`src/design/epdf_pkg.sv`:
```
// ----------------------------------------------------------------------------
// epdf_pkg
// Types, register indexes and CRC-8 helper for the event packet deframer.
// ----------------------------------------------------------------------------
package epdf_pkg;

    localparam int BYTE_W    = 8;
    localparam int PKT_LEN   = 7;            // header1 header2 ver seq code crc tail
    localparam int WIN_KEEP  = PKT_LEN - 1;  // bytes held between beats
    localparam int FILL_W    = 3;
    localparam int CFG_IDX_W = 8;
    localparam int CRC_SPAN  = 3;

    localparam logic [BYTE_W-1:0] CRC_POLY = 8'h07;

    // window slots
    localparam int SLOT_HDR1 = 0;
    localparam int SLOT_HDR2 = 1;
    localparam int SLOT_VER  = 2;
    localparam int SLOT_SEQ  = 3;
    localparam int SLOT_CODE = 4;
    localparam int SLOT_CRC  = 5;

    // configuration register indexes
    localparam logic [CFG_IDX_W-1:0] REG_HEADER_FIRST  = 8'd0;
    localparam logic [CFG_IDX_W-1:0] REG_HEADER_SECOND = 8'd1;
    localparam logic [CFG_IDX_W-1:0] REG_VERSION_BYTE  = 8'd2;
    localparam logic [CFG_IDX_W-1:0] REG_TAIL_BYTE     = 8'd3;

    typedef logic [BYTE_W-1:0] t_byte;
    typedef logic [WIN_KEEP-1:0][BYTE_W-1:0] t_win;
    typedef logic [FILL_W-1:0] t_fill;

    typedef struct packed {
        t_byte header_first;
        t_byte header_second;
        t_byte version_byte;
        t_byte tail_byte;
    } t_cfg;

    typedef struct packed {
        logic  pass;
        t_byte event_code;
        t_byte sequence_number;
    } t_check;

    // One byte through the MSB-first CRC-8 register; linear, so it maps to XOR trees.
    function automatic t_byte crc8_byte(input t_byte acc_in, input t_byte data);
        t_byte acc;
        acc = acc_in ^ data;
        for (int b = 0; b < BYTE_W; b++) begin
            if (acc[BYTE_W-1]) begin
                acc = {acc[BYTE_W-2:0], 1'b0} ^ CRC_POLY;
            end else begin
                acc = {acc[BYTE_W-2:0], 1'b0};
            end
        end
        return acc;
    endfunction

endpackage

```
`src/design/epdf_check.sv`:
```
// ----------------------------------------------------------------------------
// epdf_check
// Frame check of a full seven-byte window: headers, version, tail and CRC-8.
// ----------------------------------------------------------------------------
module epdf_check import epdf_pkg::*; (
    input  t_cfg   i_cfg,
    input  t_win   i_win,      // six held bytes, oldest in slot 0
    input  t_byte  i_tail,     // byte arriving now, seventh of the frame
    output t_check o_check
);

    t_byte crc;

    always_comb begin
        crc = '0;
        for (int i = 0; i < CRC_SPAN; i++) begin
            crc = crc8_byte(crc, i_win[SLOT_VER + i]);
        end
    end

    assign o_check.pass = (i_win[SLOT_HDR1] == i_cfg.header_first)
                       && (i_win[SLOT_HDR2] == i_cfg.header_second)
                       && (i_win[SLOT_VER]  == i_cfg.version_byte)
                       && (i_tail           == i_cfg.tail_byte)
                       && (i_win[SLOT_CRC]  == crc);
    assign o_check.event_code      = i_win[SLOT_CODE];
    assign o_check.sequence_number = i_win[SLOT_SEQ];

endmodule

```
`src/design/event_packet_deframer_crc8_unit.sv`:
```
// ----------------------------------------------------------------------------
// event_packet_deframer_crc8_unit
// Receives serial bytes and emits code and sequence of each valid packet.
// ----------------------------------------------------------------------------
// Takes one received byte per beat and hunts for the seven-byte frame
// header1, header2, version, seq, code, crc, tail. Six bytes are held in a
// shift window with a fill count; when the seventh arrives the frame is
// checked against the four configuration registers and a CRC-8 (poly 0x07,
// init 0, MSB first, no final xor) over version, seq and code. A good frame
// yields one result beat {event_code, sequence_number} and empties the
// window; a bad one drops the oldest byte and the hunt goes on one byte
// later. Throughput is one input beat per clock while o_stall is low: the
// window update and the frame check are a single register-to-register
// pass. Results go through a two-entry output buffer: a result is
// registered in the output register, or in the skid slot while a stalled
// result holds that register; o_stall rises only while the skid slot is
// occupied, i.e. after the consumer stalled a result and another one
// arrived behind it. Configuration writes are always ready and must land
// while no frame is in flight; indexes above the tail register are ignored.
module event_packet_deframer_crc8_unit import epdf_pkg::*; (
    input  logic                 i_clk,
    input  logic                 i_rst_n,
    // input byte stream
    input  logic                 i_valid,
    output logic                 o_stall,
    input  logic [7:0]           i_rx_byte,
    // result stream
    output logic                 o_valid,
    input  logic                 i_stall,
    output logic [7:0]           o_event_code,
    output logic [7:0]           o_sequence_number,
    // configuration writes
    input  logic                 i_cfg_valid,
    output logic                 o_cfg_ready,
    input  logic [CFG_IDX_W-1:0] i_cfg_index,
    input  logic [7:0]           i_cfg_data
);

    // ------------------------------------------------------------------
    // configuration registers
    // ------------------------------------------------------------------
    t_cfg r_cfg;

    assign o_cfg_ready = 1'b1;

    always_ff @(posedge i_clk) begin
        if (!i_rst_n) begin
            r_cfg <= '0;
        end else if (i_cfg_valid && o_cfg_ready) begin
            case (i_cfg_index)
                REG_HEADER_FIRST:  r_cfg.header_first  <= i_cfg_data;
                REG_HEADER_SECOND: r_cfg.header_second <= i_cfg_data;
                REG_VERSION_BYTE:  r_cfg.version_byte  <= i_cfg_data;
                REG_TAIL_BYTE:     r_cfg.tail_byte     <= i_cfg_data;
                default: ;         // unmapped index, write dropped
            endcase
        end
    end

    // ------------------------------------------------------------------
    // byte window
    // ------------------------------------------------------------------
    t_win   r_win;
    t_fill  r_fill;
    t_check frame;
    logic   in_beat;
    logic   win_full;
    logic   hit;

    assign in_beat  = i_valid && !o_stall;
    assign win_full = (r_fill == t_fill'(WIN_KEEP));
    assign hit      = in_beat && win_full && frame.pass;

    epdf_check u_check (
        .i_cfg   (r_cfg),
        .i_win   (r_win),
        .i_tail  (i_rx_byte),
        .o_check (frame)
    );

    // fill count: counts up to six, then either empties on a good frame or
    // stays at six while the window slides
    always_ff @(posedge i_clk) begin
        if (!i_rst_n) begin
            r_fill <= '0;
        end else if (in_beat) begin
            if (!win_full) begin
                r_fill <= r_fill + t_fill'(1);
            end else if (frame.pass) begin
                r_fill <= '0;
            end
        end
    end

    // window payload, no reset: slots at or above the fill count are never read
    always_ff @(posedge i_clk) begin
        if (in_beat) begin
            if (!win_full) begin
                r_win[r_fill] <= i_rx_byte;
            end else if (!frame.pass) begin
                for (int i = 0; i < WIN_KEEP - 1; i++) begin
                    r_win[i] <= r_win[i+1];
                end
                r_win[WIN_KEEP-1] <= i_rx_byte;
            end
        end
    end

    // ------------------------------------------------------------------
    // output register with skid slot
    // ------------------------------------------------------------------
    logic  r_out_valid;
    t_byte r_out_code;
    t_byte r_out_seq;
    logic  r_skid_valid;
    t_byte r_skid_code;
    t_byte r_skid_seq;
    logic  out_free;

    assign out_free = !r_out_valid || !i_stall;

    always_ff @(posedge i_clk) begin
        if (!i_rst_n) begin
            r_out_valid  <= 1'b0;
            r_skid_valid <= 1'b0;
        end else if (out_free) begin
            // skid slot full means input was stalled, so no new hit here
            if (r_skid_valid) begin
                r_out_valid  <= 1'b1;
                r_skid_valid <= 1'b0;
            end else begin
                r_out_valid  <= hit;
            end
        end else if (hit) begin
            r_skid_valid <= 1'b1;
        end
    end

    always_ff @(posedge i_clk) begin
        if (out_free) begin
            if (r_skid_valid) begin
                r_out_code <= r_skid_code;
                r_out_seq  <= r_skid_seq;
            end else if (hit) begin
                r_out_code <= frame.event_code;
                r_out_seq  <= frame.sequence_number;
            end
        end else if (hit) begin
            r_skid_code <= frame.event_code;
            r_skid_seq  <= frame.sequence_number;
        end
    end

    assign o_stall           = r_skid_valid;
    assign o_valid           = r_out_valid;
    assign o_event_code      = r_out_code;
    assign o_sequence_number = r_out_seq;

endmodule

```
`config.mk`:
```
export PLATFORM = sky130hd
export DESIGN_NAME = event_packet_deframer_crc8_unit
export DESIGN_NICKNAME = d
export VERILOG_FILES = /design/src/design/epdf_pkg.sv /design/src/design/epdf_check.sv /design/src/design/event_packet_deframer_crc8_unit.sv
export SDC_FILE = /design/constraint.sdc
export NUM_CORES = 1
export LEC_CHECK = 0
export BUFFER_PORTS_ARGS = -buffer_cell sky130_fd_sc_hd__buf_2
export CAP_MARGIN = 20
export CORE_ASPECT_RATIO = 1.75
export CORE_UTILIZATION = 65
export DETAILED_ROUTE_END_ITERATION = 7
export PLACE_DENSITY = 0.89
export RECOVER_POWER = 50
export SKIP_CTS_REPAIR_TIMING = 1
export SLEW_MARGIN = 10
export SYNTH_ARGS = -nofsm -noshare
export SYNTH_HDL_FRONTEND = slang
export SYNTH_SLANG_ARGS = --single-unit
```
`constraint.sdc`:
```
create_clock -name i_clk -period 5.1 [get_ports i_clk]
set_input_delay 1.02 -clock i_clk [delete_from_list [all_inputs] [get_ports i_clk]]
set_output_delay 1.02 -clock i_clk [all_outputs]
set_load 0.02 [all_outputs]
```
# Yosys cells after proc, flatten, opt, wreduce, memory -nomap -nowiden
# Cells that the tools add are included.
dict set report classes {
  n_addsub 1
  mul 0
  n_div 0
  magnitude_cmp 2
  eq_ne 11
  shifts 0
  n_mux 36
  bitwise 28
  reduce_logical 23
}
# op n
set op_table {}
lappend op_table {{two-way mux 48 bit} 2}
lappend op_table {{two-way mux 3 bit} 26}
lappend op_table {{NOT 3 bit} 24}
lappend op_table {{bitwise mux 48 bit} 1}
lappend op_table {{equality test 8 bit} 5}
lappend op_table {{two-way mux 8 bit} 5}
lappend op_table {{demux 8 bit (select 3 bit)} 1}
lappend op_table {{equality test 8 x 2 -> 1 bit, second input constant} 2}
lappend op_table {{AND reduction 2 bit} 8}
lappend op_table {{bitwise XOR 8 bit} 2}
lappend op_table {{equality test 8 x 1 -> 1 bit, second input constant} 1}
lappend op_table {{logical AND 1 bit} 8}
lappend op_table {{zero test 8 bit} 1}
lappend op_table {{< comparator 3 x 4 -> 1 bit, second input constant} 1}
lappend op_table {{inequality test 2 bit, second input constant} 2}
lappend op_table {{adder 3 x 1 -> 3 bit, second input constant} 1}
lappend op_table {{equality test 3 bit, second input constant} 1}
lappend op_table {{>= comparator 3 x 1 -> 1 bit, second input constant} 1}
lappend op_table {{zero test 1 bit} 3}
lappend op_table {{NOT 1 bit} 2}
lappend op_table {{nonzero test 2 bit} 1}
lappend op_table {{OR reduction 2 bit} 1}
lappend op_table {{logical OR 1 bit} 1}
lappend op_table {{two-way mux 1 bit} 1}
dict set report totals {
  ff_bits 117
  latchBits 0
  ramBits 0
  mem_bits_ro 0
  output_inout_bits 19
  elab_cells 118
  mem_count 0
}

# Longest topological paths before layout
# Gate-level depths: netlist of run 1.
dict set report logic_depth {
  word_depth 55
  depth_mapped 8
  mapped_depth_nobuf 7
}

# Cells and area by module
# From an unflattened synthesis of run 1, not the netlist that was laid out.
dict set report hier_totals {
  hier_cells 487
  hier_area_um2 5985.7
}
# mod instances cells_per_inst area_per_inst_um2 seq_area_each_um2
set by_module_without_submodules {}
lappend by_module_without_submodules {event_packet_deframer_crc8_unit 1 367 4773.3 3143.0}
lappend by_module_without_submodules {epdf_check 1 120 1212.4 0.0}

# Worst setup path after synthesis of run 1
# No wires, ideal clock.
dict set report synth_path {
  path_kind {register to register}
  startpoint {register r_win[23] (netlist bit)}
  endpoint {register r_win[0] (netlist bit), enable pin}
  t_arrival_ps 2995
  slack_ps 1710
  stages_incl_launch_ff 9
  path_buffers 1
  path_cell_list {edfxtp_1 -> buf_2 -> xnor2_2 -> xnor3_1 -> xnor3_1 -> and2_1 -> mux2i_1 -> a211oi_4 -> nor4_1}
}
dict set report synth_via {
  elab_chain_len 21
  word_cells_on_any_way 46
  classes_between {3 x eq/ne; 20 x mux; 19 x bitwise; 4 x reduce/logical}
}
# element line_no
set synth_lines {}
lappend synth_lines {{start: declaration} event_packet_deframer_crc8_unit.sv:63} ;# t_win r_win;
lappend synth_lines {{start signal: indexed assignment} event_packet_deframer_crc8_unit.sv:99} ;# r_win[r_fill] <= i_rx_byte;
lappend synth_lines {{start signal: indexed assignment} event_packet_deframer_crc8_unit.sv:102} ;# r_win[i] <= r_win[i+1];
lappend synth_lines {{start signal: indexed assignment} event_packet_deframer_crc8_unit.sv:104} ;# r_win[WIN_KEEP-1] <= i_rx_byte;
lappend synth_lines {{two-way mux 3 bit} epdf_pkg.sv:52} ;# if (acc[BYTE_W-1]) begin
lappend synth_lines {{NOT 3 bit (no line)} n/a}
lappend synth_lines {{two-way mux 3 bit} epdf_pkg.sv:52}
lappend synth_lines {{NOT 3 bit (no line)} n/a}
lappend synth_lines {{two-way mux 3 bit} epdf_pkg.sv:52}
lappend synth_lines {{bitwise XOR 8 bit} epdf_pkg.sv:50} ;# acc = acc_in ^ data;
lappend synth_lines {{two-way mux 3 bit} epdf_pkg.sv:52}
lappend synth_lines {{NOT 3 bit (no line)} n/a}
lappend synth_lines {{[5 not listed]} n/a}
lappend synth_lines {{NOT 3 bit (no line)} n/a}
lappend synth_lines {{two-way mux 3 bit} epdf_pkg.sv:52}
lappend synth_lines {{NOT 3 bit (no line)} n/a}
lappend synth_lines {{two-way mux 3 bit} epdf_pkg.sv:52}
lappend synth_lines {{equality test 8 bit} epdf_check.sv:25} ;# && (i_win[SLOT_CRC] == crc);
lappend synth_lines {{logical AND 1 bit *} epdf_check.sv:25}
lappend synth_lines {{inequality test 2 bit (no line) *} n/a}
lappend synth_lines {{AND reduction 2 bit (no line) *} n/a}
# Mark *: on every way between the ends. The rest lies on a longest branch, timed or not.
# A chain may end at the register's enable or synchronous reset.

# Worst setup path after layout of run 1
dict set report layout_path {
  startpoint {register r_win[16] (netlist bit)}
  endpoint {register r_skid_seq[4], enable pin}
}
dict set report layout_via {
  elab_chain_len 21
  word_cells_on_any_way 36
  classes_between {2 x eq/ne; 15 x mux; 14 x bitwise; 5 x reduce/logical}
}
# element line_no
set layout_lines {}
lappend layout_lines {{NOT 3 bit (no line)} n/a}
lappend layout_lines {{two-way mux 3 bit} epdf_pkg.sv:52}
lappend layout_lines {{NOT 3 bit (no line)} n/a}
lappend layout_lines {{two-way mux 3 bit (2 in a row)} epdf_pkg.sv:52}
lappend layout_lines {{bitwise XOR 8 bit} epdf_pkg.sv:50}
lappend layout_lines {{NOT 3 bit (no line) or two-way mux 3 bit (tied branches)} n/a}
lappend layout_lines {{two-way mux 3 bit or NOT 3 bit (tied branches)} n/a}
lappend layout_lines {{NOT 3 bit (no line) or two-way mux 3 bit (tied branches)} n/a}
lappend layout_lines {{[4 not listed]} n/a}
lappend layout_lines {{two-way mux 3 bit or NOT 3 bit (tied branches)} n/a}
lappend layout_lines {{NOT 3 bit (no line) or two-way mux 3 bit (tied branches)} n/a}
lappend layout_lines {{two-way mux 3 bit or NOT 3 bit (tied branches)} n/a}
lappend layout_lines {{two-way mux 3 bit} epdf_pkg.sv:52}
lappend layout_lines {{equality test 8 bit} epdf_check.sv:25}
lappend layout_lines {{logical AND 1 bit *} epdf_check.sv:25}
lappend layout_lines {{logical AND 1 bit *} event_packet_deframer_crc8_unit.sv:72} ;# assign hit = in_beat && win_full && frame.pass;
lappend layout_lines {{AND reduction 2 bit (no line) *} n/a}
lappend layout_lines {{end signal: assignment} event_packet_deframer_crc8_unit.sv:150} ;# r_skid_seq <= frame.sequence_number;
lappend layout_lines {{end: declaration} event_packet_deframer_crc8_unit.sv:117} ;# t_byte r_skid_seq;
# Marked as above.

==> metrics.cfg, run 1 <==
[status]
status = complete, no violations

[die]
start_util_pct = 68.01
die-area_mm2 = 0.009592
num_rows = 45
die_x_um = 74.47
die_h_um = 128.8
design.core.area_mm2 = 0.008783
boundaryPins = 48

[grt]
grtUsageTotal_pct = 34.29
grt_pass1_wl_um = 22740
antenna_found_initial = 0
grt_max_degree = 38
grt_overflow = 0
grt_pass1_vias = 4152

[layout]
layout_commonest_cell = edfxtp_1
fin_nets = 546
finish.utilization_pct = 77.15
diodes = 0
drive_gt1_share_pct = 16.79
most-common-layout-cells = edfxtp_1, nor2_1, mux2i_1
synthToLayoutAreaGrowth_pct = 13.45

[power_and_ir_drop]
peakVddDrop_mv = 0.3212
leakagePower_uw = 0.002765
pwr-share-comb_pct = 26.2
p_switching_uw = 946.4
p_per_area_mw_per_mm2 = 455.4
cellInternalPower_uw = 2140
seqPwrFrac_pct = 39.0
clockPowerShare_pct = 34.9
swShare_pct = 30.67
power_uw = 3086

[cts]
h-tree-depth = 4
clkTransAtPathRegs_ns = 0.06
cts_root_buffer = clkbuf_16
cts.sinks = 117
cts_tree = done
clk_latency_ns = 0.41
cts_buffer_depth = 2
cts_buffers = 17

[synthesis]
yosysUniqueCellTypes = 48
ys.flop_type = edfxtp_1
yosys_warnings = 0
synth_seq_area_share_pct = 52.62
avgSynthCellArea_um2 = 12.58
syn-cell-area_mm2 = 0.005973
synthCells = 475
synth_edf_count = 80
synth_seq_cells = 117
synthesis.nets = 504
async_flop_share_pct = 0

[route]
post_drt_via_cell_ratio = 6.244
first_pass_iters = 5
post_drt_wl_per_cell_um = 23.10
ant_nets = 0
vias = 4040
routed_wl_um = 14950
drc = 0
drt-initial-drc-count = 362

[critical_path]
criticalPathCategory = register to register
rrSetupSlack_ns = 1.18
end_kind = register
worstPathRequired_ns = 5.14
critPathLaunchType = register
arrival_ns = 3.96
crit_path_max_fanout = 16

[timing]
finalSetupViolations = 0
rsz0062_at_grt = no
worst_slew_pin_slew_ns = 1.005
tns_ns = 0
slew_headroom_pct = 32.88
period_needed_ns = 3.918
fmax_mhz = 255.2
slew_violations = 0
clock-skew-final_ns = 0.007301
finalHoldViolCount = 0
post-route-period-util_pct = 76.82

[flow_run]
maxCapViolations = 0

[placed_design]
dp_hpwl_um = 10790
gp_congestion = 0.9645
port_buffers = 46

[hold_path]
hold_class = register to register

[cell type report]
class,instances,area (um^2)
flip-flops and latches,117,3143
inverters,1,3.754
repair buffers,53,251.5
fillers,547,2007
well taps,117,146.4
clock inverters,11,77.57
clock buffers,21,461.7
multi-input cells,327,2693
[path summary, 6_finish.rpt]
kind,from,end,cells past startpoint
setup / recovery,r_win[16]$_DFFE_PP_,r_skid_seq[4]$_DFFE_PP_,7
hold / removal,r_cfg[27]$_SDFFE_PN0P_,r_cfg[27]$_SDFFE_PN0P_,2
setup reg to reg,r_win[16]$_DFFE_PP_,r_skid_seq[4]$_DFFE_PP_,7
hold reg to reg,r_cfg[27]$_SDFFE_PN0P_,r_cfg[27]$_SDFFE_PN0P_,2
[layer usage]
layer  wire length, um  track usage (%)  vias up
li1                  -                -     1794
met1              4829            33.16     1924
met2              7853            58.51      240
met3               866            7.831       82
met4              1396            30.30        0
met5                 0                0        -
[registers in the layout, indices dropped and copies added, names as in the netlist]
name	flops
o_stall	1
o_sequence_number	8
r_win	48
o_event_code	8
r_skid_code	8
r_cfg	32
r_skid_seq	8
o_valid	1
r_fill	3
[synthesized netlist by cell type (2+ instances only)]
cell type | n | area, um^2
dfxtp_1 | 37 | 740.7
xnor2_2 | 4 | 65.06
clkbuf_1 | 21 | 78.83
a22oi_1 | 16 | 120.1
a21oi_1 | 11 | 55.05
xor2_1 | 39 | 341.6
and3_1 | 2 | 12.51
and2_1 | 12 | 75.07
buf_2 | 4 | 20.02
nor2b_1 | 21 | 131.4
nand2b_1 | 3 | 18.77
xnor3_1 | 13 | 292.8
nor2_1 | 61 | 229.0
edfxtp_1 | 80 | 2402
o31ai_1 | 2 | 15.01
nand2_1 | 4 | 15.01
o21a_1 | 2 | 15.01
nand4_1 | 4 | 25.02
mux2i_1 | 43 | 430.4
mux2_2 | 17 | 191.4
nand3b_1 | 2 | 15.01
nor3b_1 | 2 | 15.01
xor3_1 | 3 | 71.32
nor3_1 | 5 | 25.02
nor4_1 | 10 | 62.56
a22o_1 | 10 | 87.58
nand3_1 | 2 | 10.01
xnor2_1 | 24 | 210.2
buf_4 | 2 | 15.01
[logic make-up after synthesis]
group | after synthesis | share of synthesized area [%]
multiplexers | 60 | 10.41
AO/OA/AOI/OAI | 49 | 6.116
other | 1 | 0.06278
flip-flops | 117 | 52.62
AND/OR/NAND/NOR | 132 | 11.25
XOR/XNOR | 85 | 17.24
buffers and inverters | 31 | 2.304
[power groups by stage]
stage | clock network, uW | registers [uW] | logic (uW)
5_1_grt | 1120 | 1210 | 850
2_1_floorplan | 0 | 1140 | 687
3_3_place_gp | 0 | 1210 | 762
4_1_cts | 1080 | 1200 | 794
6_report | 1080 | 1200 | 808
3_5_place_dp | 0 | 1220 | 782
[worst max-delay path: stages (launching register included)]
cell      delay (ns)
edfxtp_1        0.54
xnor3_1         0.48
xnor3_1         0.44
xnor2_1         0.32
mux2i_1         0.13
or3_4           0.37
a211oi_4        0.51
and3_1          0.74
[stage by stage]
step	cells	setup slack, ns	hold WS (ns)	instance area [um^2]
final	647	1.182	0.5204	6777
after global routing	647	1.096	0.5526	6777
after floorplan	475	1.710	0.4807	5973
after detailed placement	613	1.248	0.5115	6254
after global placement	613	1.331	0.4960	6254
after CTS	645	1.217	0.5253	6793
No activity file was read; power rests on OpenSTA's default activity.
==> run 2, diff against run 1 <==
--- a/config.mk
+++ b/config.mk
@@ -5,12 +5,13 @@
 export SDC_FILE = /design/constraint.sdc
 export NUM_CORES = 1
 export LEC_CHECK = 0
+export ABC_AREA = 1
 export BUFFER_PORTS_ARGS = -buffer_cell sky130_fd_sc_hd__buf_2
 export CAP_MARGIN = 20
 export CORE_ASPECT_RATIO = 1.75
-export CORE_UTILIZATION = 65
+export CORE_UTILIZATION = 54
 export DETAILED_ROUTE_END_ITERATION = 7
-export PLACE_DENSITY = 0.89
+export PLACE_DENSITY = 0.79
 export RECOVER_POWER = 50
 export SKIP_CTS_REPAIR_TIMING = 1
 export SLEW_MARGIN = 10
==> constraint.sdc (replaced) <==
create_clock -name i_clk -period 3.3 [get_ports i_clk]
set_input_delay 0.66 -clock i_clk [delete_from_list [all_inputs] [get_ports i_clk]]
set_output_delay 0.66 -clock i_clk [all_outputs]
set_load 0.02 [all_outputs]
==> run 2 against run 1 <==
  * First-iteration DRC count rose by 52%
  * Clock skew barely moved
  * Design area increased by 12%
  * Highest routed layer unchanged
  * Via count grew 39%
  * Critical endpoint is now o_event_code[2]$_DFFE_PP_
  * Die area is 21% higher
  * Largest cell class unchanged
  * Register-to-register slack lost 1.1 ns
  * Setup slack got worse by 1.1 ns
  * Critical path type unchanged
  * Combinational power decreased by 60%
  * Clock power grew 68%
==> metrics.cfg, run 2 <==
[cts]
cts_buffer_depth = 2  ; unchanged
cts_root_buffer = clkbuf_16  ; unchanged
h-tree-depth = 4  ; unchanged
clkTransAtPathRegs_ns = 0.06  ; about the same
cts_tree = done  ; unchanged
clk_latency_ns = 0.42  ; was 0.41 ns
cts_buffers = 17  ; unchanged
cts.sinks = 117  ; unchanged

[layout]
layout_commonest_cell = nand2_1  ; was edfxtp_1
fin_nets = 837  ; was 546
largest_reg_flops = 48  ; unchanged
top_register = r_win  ; unchanged
most-common-layout-cells = nand2_1, edfxtp_1, inv_1  ; was edfxtp_1, nor2_1, mux2i_1
synthToLayoutAreaGrowth_pct = 26.17  ; was 13.45%
drive_gt1_share_pct = 26.31  ; was 16.79%
stdcell_area_mm2 = 0.007614  ; was 0.006777 mm^2
diodes = 0  ; unchanged
top_regs = r_win: 48 flops, r_cfg: 32 flops  ; unchanged

[flow_run]
maxCapViolations = 0  ; unchanged

[synthesis]
synthesis.nets = 758  ; was 504
synthCells = 729  ; was 475
synth_edf_count = 80  ; unchanged
synth_area_leader_cell = edfxtp_1  ; unchanged
synth_top_area_share_pct = 39.81  ; was 40.22%
avgSynthCellArea_um2 = 8.278  ; was 12.58 um^2
synthTopCellsByArea = edfxtp_1, dfxtp_1, nand2_1, inv_1, o21ai_0  ; was edfxtp_1, dfxtp_1, mux2i_1, xor2_1, xnor3_1
yosysUniqueCellTypes = 34  ; was 48
yosys-top-cells-count = nand2_1, edfxtp_1, inv_1  ; was edfxtp_1, nor2_1, mux2i_1
synth_most_common_cell = nand2_1  ; was edfxtp_1
async_flop_share_pct = 0  ; unchanged
syn-cell-area_mm2 = 0.006035  ; was 0.005973 mm^2
ys.flop_type = edfxtp_1  ; unchanged
synth_seq_cells = 117  ; unchanged
yosys_warnings = 0  ; unchanged
synth_seq_area_share_pct = 52.08  ; was 52.62%

[die]
boundaryPins = 48  ; unchanged
num_rows = 50  ; was 45
die_x_um = 81.91  ; was 74.47 um
die_h_um = 141.8  ; was 128.8 um
die-area_mm2 = 0.01162  ; was 0.009592 mm^2
start_util_pct = 56.08  ; was 68.01%
design.core.area_mm2 = 0.01076  ; was 0.008783 mm^2

[critical_path]
path_buf_inv = 4  ; was 0
r2r_start = r_win[23]$_DFFE_PP_  ; was r_win[16]$_DFFE_PP_
criticalPathCategory = register to register  ; unchanged
cp_top_family = simple AND/OR/NAND/NOR gates  ; was XOR/XNOR gates
rr_endpoint = o_event_code[2]$_DFFE_PP_  ; was r_skid_seq[4]$_DFFE_PP_
rrSetupSlack_ns = 0.1  ; was 1.18 ns
arrival_ns = 3.34  ; was 3.96 ns
end_kind = register  ; unchanged
critPathLaunchType = register  ; unchanged
cp_cell_sequence = inv_4 > nand2_1 > nand2_2 > nand2_1 > nand2_1 > nand2_1 > nand2_2 > inv_2 > nand2_4 > nand2_1 > nand2_2 > nand2_2 > nand2_2 > nand3_1 > nand2_1 > nand3_1 > nor2_2 > nand2_2 > buf_6 > nor2_4 > nand3_4 > a21boi_4 > buf_6  ; was xnor3_1 > xnor3_1 > xnor2_1 > mux2i_1 > or3_4 > a211oi_4 > and3_1
worst-r2r-cell-count = 23  ; was 7
worstPathRequired_ns = 3.43  ; was 5.14 ns
crit_path_max_fanout = 8  ; was 16
crit_path_max_incr_delay_ns = 0.54  ; was 0.74 ns
cpMaxStageDelayCell = edfxtp_1  ; was and3_1

[grt]
grt_pass1_wl_um = 26780  ; was 22,740 um
grt_max_degree = 35  ; was 38
grt_pass1_vias = 5350  ; was 4,152
antenna_found_initial = 0  ; unchanged
grtUsageTotal_pct = 31.85  ; was 34.29%
grt_overflow = 0  ; unchanged

[power_and_ir_drop]
pwr-share-comb_pct = 8.7  ; was 26.2%
cellInternalPower_uw = 2800  ; was 2140 uW
leakagePower_uw = 0.003245  ; was 0.002765 uW
power_uw = 3723  ; was 3086 uW
peakVddDrop_mv = 0.5283  ; was 0.3212 mV
p_per_area_mw_per_mm2 = 488.9  ; was 455.4 mW/mm^2
clockPowerShare_pct = 48.6  ; was 34.9%
p_switching_uw = 922.2  ; was 946.4 uW
seqPwrFrac_pct = 42.8  ; was 39.0%
swShare_pct = 24.77  ; was 30.67%

[route]
vias = 5632  ; was 4,040
post_drt_via_cell_ratio = 5.922  ; was 6.244
first_pass_iters = 6  ; was 5
ant_nets = 0  ; unchanged
drc = 0  ; unchanged
routed_wl_um = 18790  ; was 14,950 um
post_drt_wl_per_cell_um = 19.75  ; was 23.10 um
drt-initial-drc-count = 552  ; was 362

[timing]
slew_violations = 0  ; unchanged
fmax_mhz = 312.3  ; was 255.2 MHz
finalSetupViolations = 0  ; unchanged
period_needed_ns = 3.202  ; was 3.918 ns
slew_headroom_pct = 20.03  ; was 32.88%
worst_slew_pin_slew_ns = 1.200  ; was 1.005 ns
hold-worst-slack_ns = 0.4803  ; was 0.5204 ns
post-route-period-util_pct = 97.03  ; was 76.82%
finalWorstSetupSlack_ns = 0.09813  ; was 1.182 ns
clock-skew-final_ns = 0.006913  ; was 0.007301 ns
finalHoldViolCount = 0  ; unchanged

[placed_design]
gp_congestion = 1.011  ; was 0.9645
placed_cell_area_mm2 = 0.006504  ; was 0.006254 mm^2
pre_cts_ws_ns = -0.1169  ; was 1.248 ns
dp_hpwl_um = 13090  ; was 10,790 um
port_buffers = 46  ; unchanged

[status]
status = complete, no violations  ; unchanged

[hold_path]
hold_depth = 2  ; unchanged
hold_end = r_cfg[11]$_SDFFE_PN0P_  ; was r_cfg[27]$_SDFFE_PN0P_
hold_class = register to register  ; unchanged
hold_start = r_cfg[11]$_SDFFE_PN0P_  ; was r_cfg[27]$_SDFFE_PN0P_

-- run 2: layout make-up --
| cell class | instances | area [um^2] |
|---|---|---|
| clock buffer | 18 | 439.2 |
| clock inverter | 14 | 136.4 |
| fill | 813 | 3147 |
| inverter | 90 | 340.3 |
| multi-input combinational | 504 | 2924 |
| sequential | 117 | 3143 |
| tap | 130 | 162.7 |
| timing repair buffer | 78 | 467.9 |
-- run 2: power by group through the flow --
| stage | logic [uW] | clock network [uW] | registers [uW] |
|---|---|---|---|
| CTS | 255 | 1800 | 1590 |
| finish | 322 | 1810 | 1590 |
| global route | 344 | 1860 | 1590 |
| floorplan | 170 | 0 | 1620 |
| detailed placement | 252 | 0 | 1620 |
| global placement | 246 | 0 | 1620 |
-- run 2: logic make-up after synthesis --
family	count (synthesis)	share of synthesized area (%)
simple gates	354	25.42
compound gates	123	11.71
flops	117	52.08
buf+inv	108	6.946
xor+xnor	26	3.774
other cells	1	0.06214
-- run 2: worst max path at each step --
stage                                    from                        endpoint  slack, ns  depth (start not counted)
final                     r_win[23]$_DFFE_PP_       o_event_code[2]$_DFFE_PP_        0.1                         23
after CTS                 r_win[20]$_DFFE_PP_             r_win[10]$_DFFE_PP_      -0.12                         21
after global routing      r_win[23]$_DFFE_PP_       o_event_code[3]$_DFFE_PP_      -0.07                         23
after detailed placement         i_rx_byte[1]  o_sequence_number[4]$_DFFE_PP_      -0.12                         16
after global placement           i_rx_byte[1]  o_sequence_number[7]$_DFFE_PP_      -0.07                         16
after floorplan           r_win[22]$_DFFE_PP_       o_event_code[0]$_DFFE_PP_       0.15                         22
-- run 2: layer usage --
layer  vias up  track usage (%)  wire [um]
met5         -                0          0
met1      2622            30.53       6151
met2       317            57.29      10280
met3       100            6.174        997
li1       2593                -          -
met4         0            23.82       1357
-- run 2: through the flow --
stage,util [%],cells,setup TNS (ns)
4_1_cts,65.79,938,-3.467
3_5_place_dp,60.44,906,-3.954
5_1_grt,70.76,951,-2.439
6_report,70.76,951,0
3_3_place_gp,60.44,906,-1.913
2_1_floorplan,-,729,0
-- run 2: worst register-to-register path, cell delays in order (launching register included) --
cell      delay (ns)
edfxtp_1        0.54
inv_4           0.18
nand2_1         0.09
nand2_2         0.10
nand2_1         0.08
nand2_1         0.07
nand2_1         0.07
nand2_2         0.16
inv_2           0.08
nand2_4         0.10
nand2_1         0.07
nand2_2         0.09
nand2_2         0.06
nand2_2         0.07
nand3_1         0.09
nand2_1         0.08
nand3_1         0.07
nor2_2          0.10
nand2_2         0.09
buf_6           0.13
nor2_4          0.09
nand3_4         0.10
a21boi_4        0.22
buf_6           0.18
==> run 3, diff against run 2 <==
--- a/config.mk
+++ b/config.mk
@@ -6,7 +6,7 @@
 export NUM_CORES = 1
 export LEC_CHECK = 0
 export ABC_AREA = 1
-export BUFFER_PORTS_ARGS = -buffer_cell sky130_fd_sc_hd__buf_2
+export BUFFER_PORTS_ARGS = -buffer_cell sky130_fd_sc_hd__buf_4
 export CAP_MARGIN = 20
 export CORE_ASPECT_RATIO = 1.75
 export CORE_UTILIZATION = 54
==> run 3 against run 2 <==
  * Total power is 2.7% higher
  * Clock-buffer cell count down 1
  * Sequential power barely moved
  * Largest cell class unchanged
  * Design area is 4.1% higher
  * Non-clock buffer count grew 18
  * Highest routed layer unchanged
  * Die area stayed put
  * Via count fell by 0.48%
  * Setup slack worse by 0.073 ns
  * Sequential cell count stayed put
==> metrics.cfg, run 3 (synthesized netlist as in run 2, its figures left out) <==
[route]
drt-initial-drc-count = 421  ; was 552
post_drt_wl_per_cell_um = 18.96  ; was 19.75 um
post_drt_via_cell_ratio = 5.784  ; was 5.922
routed_wl_um = 18380  ; was 18,790 um
first_pass_iters = 5  ; was 6
drc = 0  ; unchanged
ant_nets = 0  ; unchanged
vias = 5605  ; was 5,632

[die]
die_h_um = 141.8  ; unchanged
die_x_um = 81.91  ; unchanged
design.core.area_mm2 = 0.01076  ; unchanged
boundaryPins = 48  ; unchanged
die-area_mm2 = 0.01162  ; unchanged
start_util_pct = 56.08  ; unchanged
num_rows = 50  ; unchanged

[layout]
largest_reg_flops = 48  ; unchanged
final_cell_count_no_fill = 969  ; was 951
drive_gt1_share_pct = 30.27  ; was 26.31%
synthToLayoutAreaGrowth_pct = 31.31  ; was 26.17%
top_register = r_win  ; unchanged
top_regs = r_win: 48 flops, r_cfg: 32 flops  ; unchanged
diodes = 0  ; unchanged
fin_nets = 855  ; was 837
finish.utilization_pct = 73.64  ; was 70.76%
layout_commonest_cell = nand2_1  ; unchanged
fill_cells = 802  ; was 813
most-common-layout-cells = nand2_1, edfxtp_1, inv_1  ; unchanged

[critical_path]
crit_path_max_fanout = 8  ; unchanged
cp_cell_sequence = inv_2 > buf_6 > nand2_1 > nand2_2 > nand2_2 > nand2_2 > nand2_1 > nand2_1 > nand2_2 > nand2_2 > inv_2 > nand2_4 > nand3_2 > nand2_2 > nand2_4 > nand2_4 > nand2_2 > nand2_2 > nand3_4 > buf_6 > nor2_4 > nand3_4 > a21boi_4 > clkbuf_16  ; was inv_4 > nand2_1 > nand2_2 > nand2_1 > nand2_1 > nand2_1 > nand2_2 > inv_2 > nand2_4 > nand2_1 > nand2_2 > nand2_2 > nand2_2 > nand3_1 > nand2_1 > nand3_1 > nor2_2 > nand2_2 > buf_6 > nor2_4 > nand3_4 > a21boi_4 > buf_6
criticalPathCategory = register to register  ; unchanged
crit_path_max_incr_delay_ns = 0.48  ; was 0.54 ns
worstPathRequired_ns = 3.43  ; about the same
path_common_cell = nand2_2
cpMaxStageDelayCell = edfxtp_1  ; unchanged
path_buf_inv = 5  ; was 4
arrival_ns = 3.41  ; was 3.34 ns
rrSetupSlack_ns = 0.02  ; was 0.1 ns
critPathLaunchType = register  ; unchanged
end_kind = register  ; unchanged
cp_top_family = simple AND/OR/NAND/NOR gates  ; unchanged

[cts]
clk_latency_ns = 0.42  ; about the same
cts_buffer_depth = 2  ; unchanged
cts_tree = done  ; unchanged
h-tree-depth = 4  ; unchanged
cts_buffers = 17  ; unchanged
clkTransAtPathRegs_ns = 0.06  ; about the same
cts_root_buffer = clkbuf_16  ; unchanged
cts.sinks = 117  ; unchanged

[hold_path]
hold_class = register to register  ; unchanged

[placed_design]
gp_congestion = 0.9423  ; was 1.011
port_buffers = 46  ; unchanged
dp_hpwl_um = 13150  ; was 13,090 um
placed_cells = 913  ; was 906

[grt]
grt_pass1_wl_um = 27210  ; was 26,780 um
grt_overflow = 0  ; unchanged
grt_max_degree = 35  ; unchanged
grtUsageTotal_pct = 32.73  ; was 31.85%
grt_pass1_vias = 5372  ; was 5,350
antenna_found_initial = 0  ; unchanged

[power_and_ir_drop]
leakagePower_uw = 0.003366  ; was 0.003245 uW
swShare_pct = 24.43  ; was 24.77%
p_per_area_mw_per_mm2 = 482.7  ; was 488.9 mW/mm^2
pwr-share-comb_pct = 9.0  ; was 8.7%
peakVddDrop_mv = 0.4153  ; was 0.5283 mV
cellInternalPower_uw = 2890  ; was 2800 uW
p_switching_uw = 934.5  ; was 922.2 uW
seqPwrFrac_pct = 41.7  ; was 42.8%
clockPowerShare_pct = 49.4  ; was 48.6%

[timing]
slew_violations = 0  ; unchanged
finalSetupViolations = 0  ; unchanged
clock-skew-final_ns = 0.01064  ; was 0.006913 ns
post-route-period-util_pct = 99.25  ; was 97.03%
period_needed_ns = 3.275  ; was 3.202 ns
finalHoldViolCount = 0  ; unchanged
hold-worst-slack_ns = 0.4805  ; was 0.4803 ns
rsz0062_at_grt = yes
fmax_mhz = 305.3  ; was 312.3 MHz
slew_headroom_pct = 23.55  ; was 20.03%
tns_ns = 0  ; unchanged
worst_slew_pin_slew_ns = 1.147  ; was 1.200 ns

[status]
status = complete, no violations  ; unchanged

[flow_run]
maxCapViolations = 0  ; unchanged

-- run 3: changes by cell type in the layout (fill, tap and decap cells not counted), moves of 2 or more --
cell      delta
inv_6        +3
buf_4       +38
nand2_1     -21
inv_1        -2
buf_6        +4
buf_2       -28
nand3_2      -3
nand2_2     +21
nand3_4      -2
nand3_1      +5
clkinv_2     -3
-- run 3: final cells by class --
cell class	count	area [um^2]	area share, %
clock buffer	17	425.4	5.369
clock inverter	15	178.9	2.258
inverter	90	342.8	4.327
multi-input combinational	504	2955	37.30
sequential	117	3143	39.67
tap	130	162.7	2.053
timing repair buffer	96	715.7	9.032
-- run 3: final timing paths --
| kind | from | to | depth (start not counted) |
|---|---|---|---|
| worst max-delay path | r_win[21]$_DFFE_PP_ | o_event_code[0]$_DFFE_PP_ | 24 |
| worst min-delay path | r_cfg[28]$_SDFFE_PN0P_ | r_cfg[28]$_SDFFE_PN0P_ | 2 |
| worst max register to register | r_win[21]$_DFFE_PP_ | o_event_code[0]$_DFFE_PP_ | 24 |
| worst min register to register | r_cfg[28]$_SDFFE_PN0P_ | r_cfg[28]$_SDFFE_PN0P_ | 2 |
-- run 3: tightest hold or removal path, stage by stage, from the launching register on --
cell and delay, ns:
dfxtp_1 0.29, inv_1 0.08, a21oi_1 0.06
-- run 3: power by group through the flow --
stage	combinational, uW	clock (uW)	sequential [uW]
5_1_grt	370	1960	1590
3_5_place_dp	263	0	1620
3_3_place_gp	258	0	1620
4_1_cts	266	1890	1590
6_report	343	1890	1590
2_1_floorplan	170	0	1620
-- run 3: routing by layer --
layer  GRT usage (%)  routed length, um  up-vias
met5               0                  0        -
met4           26.41               1484        0
met3           6.302               1001       87
met2           57.89              10050      271
met1           31.45               5840     2618
li1                -                  -     2629
-- run 3: stage by stage --
step                instance area [um^2]  setup WS [ns]  power (uW)
floorplan                           6035         0.1508        1786
global placement                    6684        0.03336        1879
detailed placement                  6684       0.001982        1885
CTS                                 7288       -0.04210        3752
global route                        7924        -0.1057        3928
finish                              7924        0.02469        3825
